==> config.mk <==
export PLATFORM = sky130hd
export DESIGN_NAME = dvd_ctrl
export DESIGN_NICKNAME = d
export VERILOG_FILES = /design/src/rtl/dvd_pkg.sv /design/src/rtl/dvd_ctrl.sv
export SDC_FILE = /design/constraint.sdc
export NUM_CORES = 1
export LEC_CHECK = 0
export BUFFER_PORTS_ARGS = -buffer_cell sky130_fd_sc_hd__clkbuf_2
export CORE_AREA = 3 3 52 54
export CTS_BUF_LIST = sky130_fd_sc_hd__clkbuf_16
export CTS_CLUSTER_DIAMETER = 80
export DETAILED_ROUTE_END_ITERATION = 7
export DIE_AREA = 0 0 55 57
export GPL_TIMING_DRIVEN = 1
export SKIP_LAST_GASP = 1
export SLEW_MARGIN = 20
export SYNTH_ARGS = -nofsm -noshare
export SYNTH_HDL_FRONTEND = slang
export SYNTH_SLANG_ARGS = --single-unit
==> constraint.sdc <==
create_clock -name clk -period 2.5 [get_ports clk]
set_input_delay 0.25 -clock clk [delete_from_list [all_inputs] [get_ports clk]]
set_output_delay 0.25 -clock clk [all_outputs]
set_load 0.05 [all_outputs]
==> src/rtl/dvd_pkg.sv <==
// ----------------------------------------------------------------------------
// dvd_pkg: shared types and constants for the dent displacement unit
// Command codes, controller command struct and fixed-point limits.
// ----------------------------------------------------------------------------
package dvd_pkg;

  localparam int DENT_SLOTS_DEF = 16;
  localparam logic [15:0] DEPTH_MIN = 16'd13;
  localparam logic CMD_WRITE = 1'b0;
  localparam logic CMD_EVAL  = 1'b1;

  // controller to datapath
  typedef struct packed {
    logic load;      // latch request and start
    logic wr;        // store dent
    logic rd;        // read slot at index
    logic pipe_go;   // launch dent into arithmetic
    logic clr;       // clear accumulators
    logic fin;       // saturate and present result
  } dvd_cmd_t;

  // datapath to controller
  typedef struct packed {
    logic busy;      // arithmetic still holds a dent
  } dvd_sts_t;

endpackage

==> src/rtl/dvd_ctrl.sv <==
// ----------------------------------------------------------------------------
// dvd_ctrl: request sequencer for the dent displacement unit
// Accepts requests, walks the slots on evaluate, hands out the result.
// ----------------------------------------------------------------------------
module dvd_ctrl import dvd_pkg::*; #(
  parameter int DENT_SLOTS = DENT_SLOTS_DEF,
  parameter int IW = (DENT_SLOTS > 1) ? $clog2(DENT_SLOTS) : 1
) (
  input  logic          clk,
  input  logic          rst,
  input  logic          in_valid,
  output logic          in_stall,
  input  logic          cmd,
  output logic          out_valid,
  input  logic          out_stall,
  output dvd_cmd_t      cmd_c,
  input  dvd_sts_t      sts,
  output logic [IW-1:0] rd_idx
);

  localparam logic [2:0] S_IDLE = 3'd0, S_RD = 3'd1, S_GO = 3'd2, S_WAIT = 3'd3,
                         S_FIN = 3'd4, S_OUT = 3'd5;
  logic [2:0] state;
  logic [IW:0] idx;
  logic acc;

  assign in_stall = (state != S_IDLE);
  assign acc = in_valid && !in_stall;
  assign rd_idx = idx[IW-1:0];

  always_comb begin
    cmd_c = '0;
    cmd_c.load = acc;
    cmd_c.wr = acc && cmd == CMD_WRITE;
    cmd_c.clr = acc;
    cmd_c.rd = (state == S_RD);
    cmd_c.pipe_go = (state == S_GO);
    cmd_c.fin = (state == S_FIN);
  end

  // walk slots: read, launch, wait for arithmetic; then finish and hold the result until taken
  always_ff @(posedge clk) begin
    if (rst) begin
      state <= S_IDLE;
      out_valid <= 1'b0;
      idx <= '0;
    end else begin
      case (state)
        S_IDLE: if (acc && cmd == CMD_EVAL) begin
          state <= S_RD;
          idx <= '0;
        end
        S_RD:   state <= S_GO;
        S_GO:   state <= S_WAIT;
        S_WAIT: if (!sts.busy) begin
          if (idx == (IW+1)'(DENT_SLOTS - 1)) state <= S_FIN;
          else begin
            idx <= idx + 1'b1;
            state <= S_RD;
          end
        end
        S_FIN: begin
          state <= S_OUT;
          out_valid <= 1'b1;
        end
        S_OUT: if (!out_stall) begin
          out_valid <= 1'b0;
          state <= S_IDLE;
        end
        default: state <= S_IDLE;
      endcase
    end
  end

  a_out_only_in_out: assert property (@(posedge clk) disable iff (rst)
    out_valid |-> state == S_OUT) else $error("result outside output state");
  a_hold: assert property (@(posedge clk) disable iff (rst)
    out_valid && out_stall |=> out_valid) else $error("result dropped under stall");
  a_no_take: assert property (@(posedge clk) disable iff (rst)
    state == S_WAIT |-> in_stall) else $error("request taken while busy");

endmodule

======== Yosys cells after proc, flatten, opt, wreduce, memory -nomap -nowiden ========
Cells that the tools add are included.
operators by class
  add/subtract/negate cells ............... 1
  multipliers ............................. 0
  divide/modulo/power cells ............... 0
  $lt $le $gt $ge ......................... 0
  equal/unequal tests ..................... 10
  shifts and indexed selects .............. 0
  mux-type cells .......................... 11
  bitwise gates (word level) .............. 1
  reduce and logical (&&, ||, !) cells .... 11
operator list
  operator             number
  $pmux 3 s6           1
  $mux 5               3
  $mux 3               4
  $pmux 5 s2           1
  $ne 2x2->1 const B   4
  $eq 3x2->1 const B   2
  $eq 3x3->1 const B   2
  $add 5x1->5 const B  1
  $eq 5x4->1 const B   1
  $reduce_and 4->1     1
  $reduce_bool 2->1    2
  $eq 3x1->1 const B   1
  $logic_and 1x1->1    3
  $logic_not 3->1      1
  $reduce_and 3->1     1
  $reduce_bool 3->1    1
  $pmux 1 s2           1
  $reduce_and 2->1     1
  $logic_not 1->1      1
  $mux 1               1
  $not 1->1            1
storage, ports and cells
  register bits after elaboration ......... 9
  latch bits .............................. 0
  bits in writable memories ............... 0
  bits in read-only memories .............. 0
  bits of input ports ..................... 6
  memories ................................ 0

======== Depth between registers and ports, before layout ========
Gate-level depths: netlist of the first run.
  depth in word-level cells ............... 6
  depth in mapped cells ................... 6
  mapped depth without buffers ............ 6

======== Worst setup path after synthesis of the first run ========
OpenSTA, ideal clock, no wires.
  kind .................................... reg2out
  start point ............................. register state[1]
  end point ............................... output cmd_c[2] (netlist name)
  data arrival time ....................... 1.756 ns
  required time ........................... 2.250 ns
  path slack .............................. 0.494 ns
  stages on the path, launching flop included .. 3
  buffers on the path ..................... 1
  cells stage by stage .................... dfxtp_1 -> buf_4 -> nor3b_1
RTL lines
  what                      RTL line        RTL
  start: declaration        dvd_ctrl.sv:23  logic [2:0] state;
  start signal: assignment  dvd_ctrl.sv:44  state <= S_IDLE;
  start signal: assignment  dvd_ctrl.sv:50  state <= S_RD;
  start signal: assignment  dvd_ctrl.sv:53  S_RD: state <= S_GO;
  end: declaration          dvd_ctrl.sv:16  output dvd_cmd_t cmd_c,

======== Final worst setup path of the first run ========
  start point ............................. register idx[0]
  end point ............................... register idx[4]
on the way
  cells in the longest elaborated chain, start to end .. 4
  elaborated cells between the ends (all ways) .. 7
  classes of those cells .................. 1 x add/sub; 2 x eq/ne; 3 x mux; 1 x reduce/logical
RTL lines
  what                      RTL line        RTL
  start: declaration        dvd_ctrl.sv:24  logic [IW:0] idx;
  start signal: assignment  dvd_ctrl.sv:58  idx <= idx + 1'b1;
  $add 5x1->5               dvd_ctrl.sv:58
  $mux 5                    dvd_ctrl.sv:56  if (idx == (IW+1)'(DENT_SLOTS - 1)) state <= S_FIN;
  $mux 5                    dvd_ctrl.sv:55  S_WAIT: if (!sts.busy) begin
  $pmux 5 s2                dvd_ctrl.sv:48  case (state)
Several ways; a longest one is shown, not always the timed one. The select of a mux whose other input is x is not followed.
A chain may end at the register's enable or synchronous reset.

==> flow_metrics.py, run 1 <==
metrics = {
    "route": {
        "first_iter_violations": 14,
        "dr.pass1.iters": 4,
        "via_count": 566,
        "wl_per_cell_um": 12.4,
        "drc": 0,
        "viasPerCell": 4.96,
        "ant_nets": 0,
        "finalWirelength_um": 1410,
    },
    "power": {
        "power_uw": 894,
        "pwr-share-clk_pct": 31.4,
        "internal_power_uw": 494,
        "p_sw_share_pct": 44.7,
        "peakVddDrop_mv": 0.514,
        "powerDensity_nw_per_um2": 1130,
        "pwr-share-seq_pct": 25.4,
        "comb_power_share_pct": 43.2,
        "switchingPower_uw": 399,
        "total_leakage_power_nw": 0.364,
    },
    "timing": {
        "fin_ws_ns": 0.531,
        "setup_viol": 0,
        "worst_pin_slew_ns": 0.503,
        "fmax_mhz": 508,
        "min_period_ns": 1.97,
        "hold_ws_ns": 0.347,
        "skew_ns": 0.00234,
        "fin_crit_sh_pct": 78.7,
        "hold_violations": 0,
        "rsz0062_at_grt": "false",
        "drv_slew": 0,
        "setup_tns_ns": 0,
        "max-slew-margin-rel_pct": 66.4,
    },
    "floorplan": {
        "start_util_pct": 29.5,
        "design.die.area_sq_um": 3140,
        "io_pins": 18,
        "die_w_um": 55,
        "die_y_um": 57,
        "num_rows": 17,
        "core_sq_um": 2250,
    },
    "global_routing": {
        "grt_antenna_before_repair": 0,
        "track_usage_pct": 10.1,
        "grt-ovfl-total": 0,
        "grt_pass1_vias": 523,
        "grt_max_degree": 15,
        "grt_pass1_wl_um": 2380,
    },
    "clocking": {
        "cts_setup_buffers": 0,
        "cts_buffers": 3,
        "clk_latency_ns": 0.24,
        "cts_resized": 0,
        "cts_buffer_depth": 2,
        "hold_buffers": 0,
        "cts.clk_slew.worst_paths_ns": 0.04,
        "clockRootBuffer": "clkbuf_16",
        "cts_tree": "yes",
        "cts_sinks": 9,
        "htreeDepth": 1,
    },
    "placement": {
        "dp_hpwl_um": 1060,
        "routabilityCongestion": 0.842,
        "dpl_cell_area_sq_um": 713,
        "pre_cts_ws_ns": 0.542,
        "dp_cells": 110,
        "port_buffers": 17,
    },
    "worst_setup_path": {
        "critPathMaxFanout": 5,
        "r2r-end": "idx[4]$_SDFFE_PP0P_",
        "crit_buf_inv": 0,
        "cp.required_ns": 2.62,
        "arrival_ns": 2.09,
        "r2r_start": "idx[0]$_SDFFE_PP0P_",
        "critPathKind": "flip-flop to flip-flop",
        "crit_chain": "ha_1, and3_1, ha_1, or2_2, o22a_4, mux2_4",
        "cp_common_cell": "ha_1",
        "slowest_delay_ns": 0.35,
        "critPathCaptureType": "flip-flop",
        "cp-start-kind": "flip-flop",
        "reg2reg_depth": 6,
        "cp_slowest_cell": "or2_2",
        "crit_family": "simple AND/OR/NAND/NOR gates",
        "cp.depth": 6,
        "rrSetupSlack_ns": 0.53,
    },
    "yosys": {
        "ys_seq_area_share_pct": 27.1,
        "ys_seq_elements": 9,
        "synth_edf_count": 0,
        "syn_inst": 75,
        "syn_nets": 83,
        "ys_types": 42,
        "avgSynthCellArea_sq_um": 8.88,
        "async_flop_share_pct": 0,
        "ys.warnings.count": 0,
        "syn_area_sq_um": 666,
        "synth_flop_cell": "dfxtp_1",
    },
    "final_layout": {
        "drive_gt1_share_pct": 34.9,
        "nFillCells": 250,
        "syn_to_final_growth_pct": 19.0,
        "layout.nets": 95,
        "final_core_util_pct": 35.1,
        "final_area_sq_um": 792,
        "final_cell_mix": "17 x clkbuf_2, 9 x dfxtp_1",
        "antennaDiodeCount": 0,
        "final_common_cell": "clkbuf_2",
        "stdcell_count": 114,
    },
    "worst_hold_path": {
        "hp-class": "input pin to flip-flop",
        "holdCritStartpoint": "sts",
        "hold_depth": 3,
        "min_to": "state[1]$_SDFFE_PP0P_",
    },
    "flow_run": {
        "maxCapViolCount": 0,
    },
    "run_status": {
        "status": "complete, no violations",
    },
}
-- routing by layer --
metal | part of all wire (%) | up-vias | global-route usage, %
met5 | 0 | - | 0
met4 | 0.43 | 0 | 1.04
met1 | 44 | 268 | 13.6
li1 | - | 288 | -
met3 | 5.5 | 2 | 4.96
met2 | 50 | 8 | 15.0
-- layout make-up --
type                       instances  area, sq um  area share, %
multi-input combinational         52          398           50.2
sequential                         9          180           22.7
timing repair buffer              17         85.1           10.7
clock buffer                       3         75.1           9.48
tap                               28         35.0           4.42
inverter                           4         15.0           1.90
clock inverter                     1         3.75          0.474
-- worst reg2reg max path, cell delays in order (launching register included) --
cell     delay [ns]
dfxtp_1        0.34
ha_1           0.23
and3_1         0.19
ha_1           0.21
or2_2          0.35
o22a_4         0.25
mux2_4         0.29
-- how the worst max path moves through the flow --
stage / start / endpoint / slack (ns)
2_1_floorplan: state[1]$_SDFFE_PP0P_ / cmd_c[2] / 0.49
3_3_place_gp: idx[0]$_SDFFE_PP0P_ / idx[4]$_SDFFE_PP0P_ / 0.59
3_5_place_dp: idx[0]$_SDFFE_PP0P_ / idx[4]$_SDFFE_PP0P_ / 0.54
4_1_cts: idx[0]$_SDFFE_PP0P_ / idx[4]$_SDFFE_PP0P_ / 0.53
5_1_grt: idx[0]$_SDFFE_PP0P_ / idx[4]$_SDFFE_PP0P_ / 0.45
6_report: idx[0]$_SDFFE_PP0P_ / idx[4]$_SDFFE_PP0P_ / 0.53
-- power by group through the flow --
stage               clock, mW  combinational, mW  sequential [mW]
floorplan                   0              0.375            0.202
global placement            0              0.388            0.226
detailed placement          0              0.389            0.228
CTS                     0.286              0.390            0.226
global route            0.295              0.411            0.233
finish                  0.281              0.386            0.227
-- Yosys cell counts (2+ instances only) --
library cell  number  area, sq um
o21ai_1            2         10.0
nor2_1             4         15.0
nor3b_1            2         15.0
a21oi_1            2         10.0
inv_1              3         11.3
buf_4              7         52.6
o21ai_0            2         10.0
nand2b_1           4         25.0
and3b_1            2         17.5
and3_1             2         12.5
a31oi_1            2         12.5
ha_1               2         25.0
nand2_1            4         15.0
dfxtp_1            9          180
-- cell families (layout without fill, tap and decap cells) --
| family | count (synthesis) | after routing | synth area share, % |
|---|---|---|---|
| multiplexers | 2 | 2 | 3.76 |
| AO/OA/AOI/OAI | 17 | 17 | 21.4 |
| AND/OR/NAND/NOR | 31 | 31 | 30.8 |
| flip-flops | 9 | 9 | 27.1 |
| buffers and inverters | 14 | 25 | 13.2 |
| adder cells (fa/ha/maj) | 2 | 2 | 3.76 |
-- registers in the layout, summed over array words and instances (netlist names) --
name       count
state          3
out_valid      1
idx            5
Note: power is estimated with default switching activity, not from simulation.
==> run 2: changes to the inputs <==
- clock period: 2.5 -> 1.9 ns (I/O delays scaled with it)
==> flow_metrics.py, run 2 (same netlist as run 1, synthesis figures left out) <==
metrics = {
    "run_status": {
        "status": "complete, no violations",
    },
    "final_layout": {
        "top_register": "idx",
        "antennaDiodeCount": 0,
        "nFillCells": 243,
        "largest_reg_flops": 5,
        "final_area_sq_um": 828,
        "final_cell_mix": "17 x clkbuf_2, 9 x dfxtp_1",
        "syn_to_final_growth_pct": 24.4,
        "final_common_cell": "clkbuf_2",
        "final_core_util_pct": 36.7,
        "reg.largest.list": "idx (5), state (3), out_valid (1)",
        "drive_gt1_share_pct": 39.3,
        "layout.nets": 98,
    },
    "worst_setup_path": {
        "critPathCaptureType": "flip-flop",
        "arrival_ns": 1.96,
        "r2r-end": "idx[4]$_SDFFE_PP0P_",
        "critPathKind": "flip-flop to flip-flop",
        "r2r_start": "idx[0]$_SDFFE_PP0P_",
        "rrSetupSlack_ns": 0.06,
        "cp-start-kind": "flip-flop",
        "critPathMaxFanout": 4,
        "cp.required_ns": 2.02,
        "cp-startpoint": "idx[0]$_SDFFE_PP0P_",
        "reg2reg_depth": 6,
    },
    "route": {
        "first_iter_violations": 1,
        "wl_per_cell_um": 12.2,
        "drc": 0,
        "top_layer": "met4",
        "wl_met2_um": 697,
        "finalWirelength_um": 1430,
        "ant_nets": 0,
        "drt-met1-wl_um": 623,
        "via_count": 573,
        "met3_length_um": 69,
        "dr.pass1.iters": 3,
        "viasPerCell": 4.90,
    },
    "global_routing": {
        "grt_max_degree": 15,
        "track_usage_pct": 10.6,
        "grt_pass1_wl_um": 2390,
        "grt-ovfl-total": 0,
        "grt_pass1_vias": 541,
        "grt_antenna_before_repair": 0,
    },
    "clocking": {
        "htreeDepth": 1,
        "cts.clk_slew.worst_paths_ns": 0.04,
        "cts_setup_buffers": 0,
        "hold_buffers": 0,
        "clockRootBuffer": "clkbuf_16",
        "cts_sinks": 9,
        "cts_buffer_depth": 2,
        "cts_buffers": 3,
        "clk_latency_ns": 0.23,
        "cts_tree": "yes",
    },
    "worst_hold_path": {
        "min_to": "out_valid$_SDFFE_PP0P_",
        "hp-class": "input pin to flip-flop",
        "holdCritStartpoint": "out_stall",
        "hold_depth": 3,
    },
    "power": {
        "peakVddDrop_mv": 0.610,
        "power_mw": 1.20,
        "powerDensity_nw_per_um2": 1450,
        "total_leakage_power_nw": 0.382,
    },
    "timing": {
        "drv_slew": 0,
        "rsz0062_at_grt": "true",
        "setup_viol": 0,
        "skew_ns": 0.00122,
        "max-slew-margin-rel_pct": 65.4,
        "hold_violations": 0,
        "worst_pin_slew_ns": 0.519,
        "fin_crit_sh_pct": 96.7,
        "min_period_ns": 1.84,
        "fmax_mhz": 544,
    },
    "flow_run": {
        "maxCapViolCount": 0,
    },
    "placement": {
        "dp_hpwl_um": 1110,
        "port_buffers": 17,
        "routabilityCongestion": 0.810,
        "dpl_cell_area_sq_um": 741,
    },
    "floorplan": {
        "num_rows": 17,
        "core_sq_um": 2250,
        "die_y_um": 57,
        "design.die.area_sq_um": 3140,
        "io_pins": 18,
        "die_w_um": 55,
        "start_util_pct": 29.5,
    },
}
==> run 2: cell count changes in the layout (fill, tap and decap cells not counted) <==
cell | previous run | this run
nor3_2 | 1 | 0
buf_4 | 0 | 3
nor3b_2 | 0 | 1
ha_1 | 2 | 1
nor3_4 | 0 | 1
nor3b_1 | 2 | 1
ha_2 | 0 | 1
==> run 2: final cells by class <==
class / count / area [sq um] / area share (%)
Sequential cell: 9 / 180 / 21.8
Multi-Input combinational cell: 52 / 412 / 49.7
Timing Repair Buffer: 20 / 108 / 13.0
Clock buffer: 3 / 75.1 / 9.06
Tap cell: 28 / 35.0 / 4.23
Clock inverter: 1 / 3.75 / 0.453
Inverter: 4 / 15.0 / 1.81
==> run 2: stage by stage <==
step	std cells	hold WS [ns]	setup TNS, ns	worst slack (ns)
2_1_floorplan	75	0.364	0	0.0360
3_3_place_gp	113	0.473	0	0.0618
3_5_place_dp	113	0.485	0	0.0244
4_1_cts	117	0.291	0	0.0215
5_1_grt	117	0.315	-0.0100	-0.0100
6_report	117	0.291	0	0.0620
==> run 2: power breakdown <==
group | internal, mW | switching [mW]
Sequential | 0.219 | 0.0866
Combinational | 0.167 | 0.357
Clock | 0.275 | 0.0942
Total | 0.661 | 0.537
==> run 2: how the worst max path moves through the flow <==
| stage | to | slack [ns] | depth (start not counted) |
|---|---|---|---|
| 6_report | idx[4]$_SDFFE_PP0P_ | 0.06 | 6 |
| 5_1_grt | idx[4]$_SDFFE_PP0P_ | -0.01 | 6 |
| 4_1_cts | idx[4]$_SDFFE_PP0P_ | 0.02 | 6 |
| 3_5_place_dp | idx[4]$_SDFFE_PP0P_ | 0.02 | 6 |
| 3_3_place_gp | idx[4]$_SDFFE_PP0P_ | 0.06 | 6 |
| 2_1_floorplan | idx[4]$_SDFFE_PP0P_ | 0.04 | 6 |
==> run 2: layer usage <==
metal	global-route usage, %	vias up
li1	-	297
met5	0	-
met3	2.35	4
met2	15.4	13
met4	7.29	0
met1	13.7	259
==> run 2: what timing repair did <==
action | CTS | global route
endpoints found under the setup margin | 0 | 3
hold endpoints to repair | 0 | 0
resized for setup | 0 | 2
==> run 2: worst max-delay path, stage by stage (launching register included) <==
cell and delay, ns:
dfxtp_1 0.31, ha_2 0.19, and3_1 0.18, ha_1 0.18, or2_2 0.33, o22a_4 0.25
mux2_4 0.29
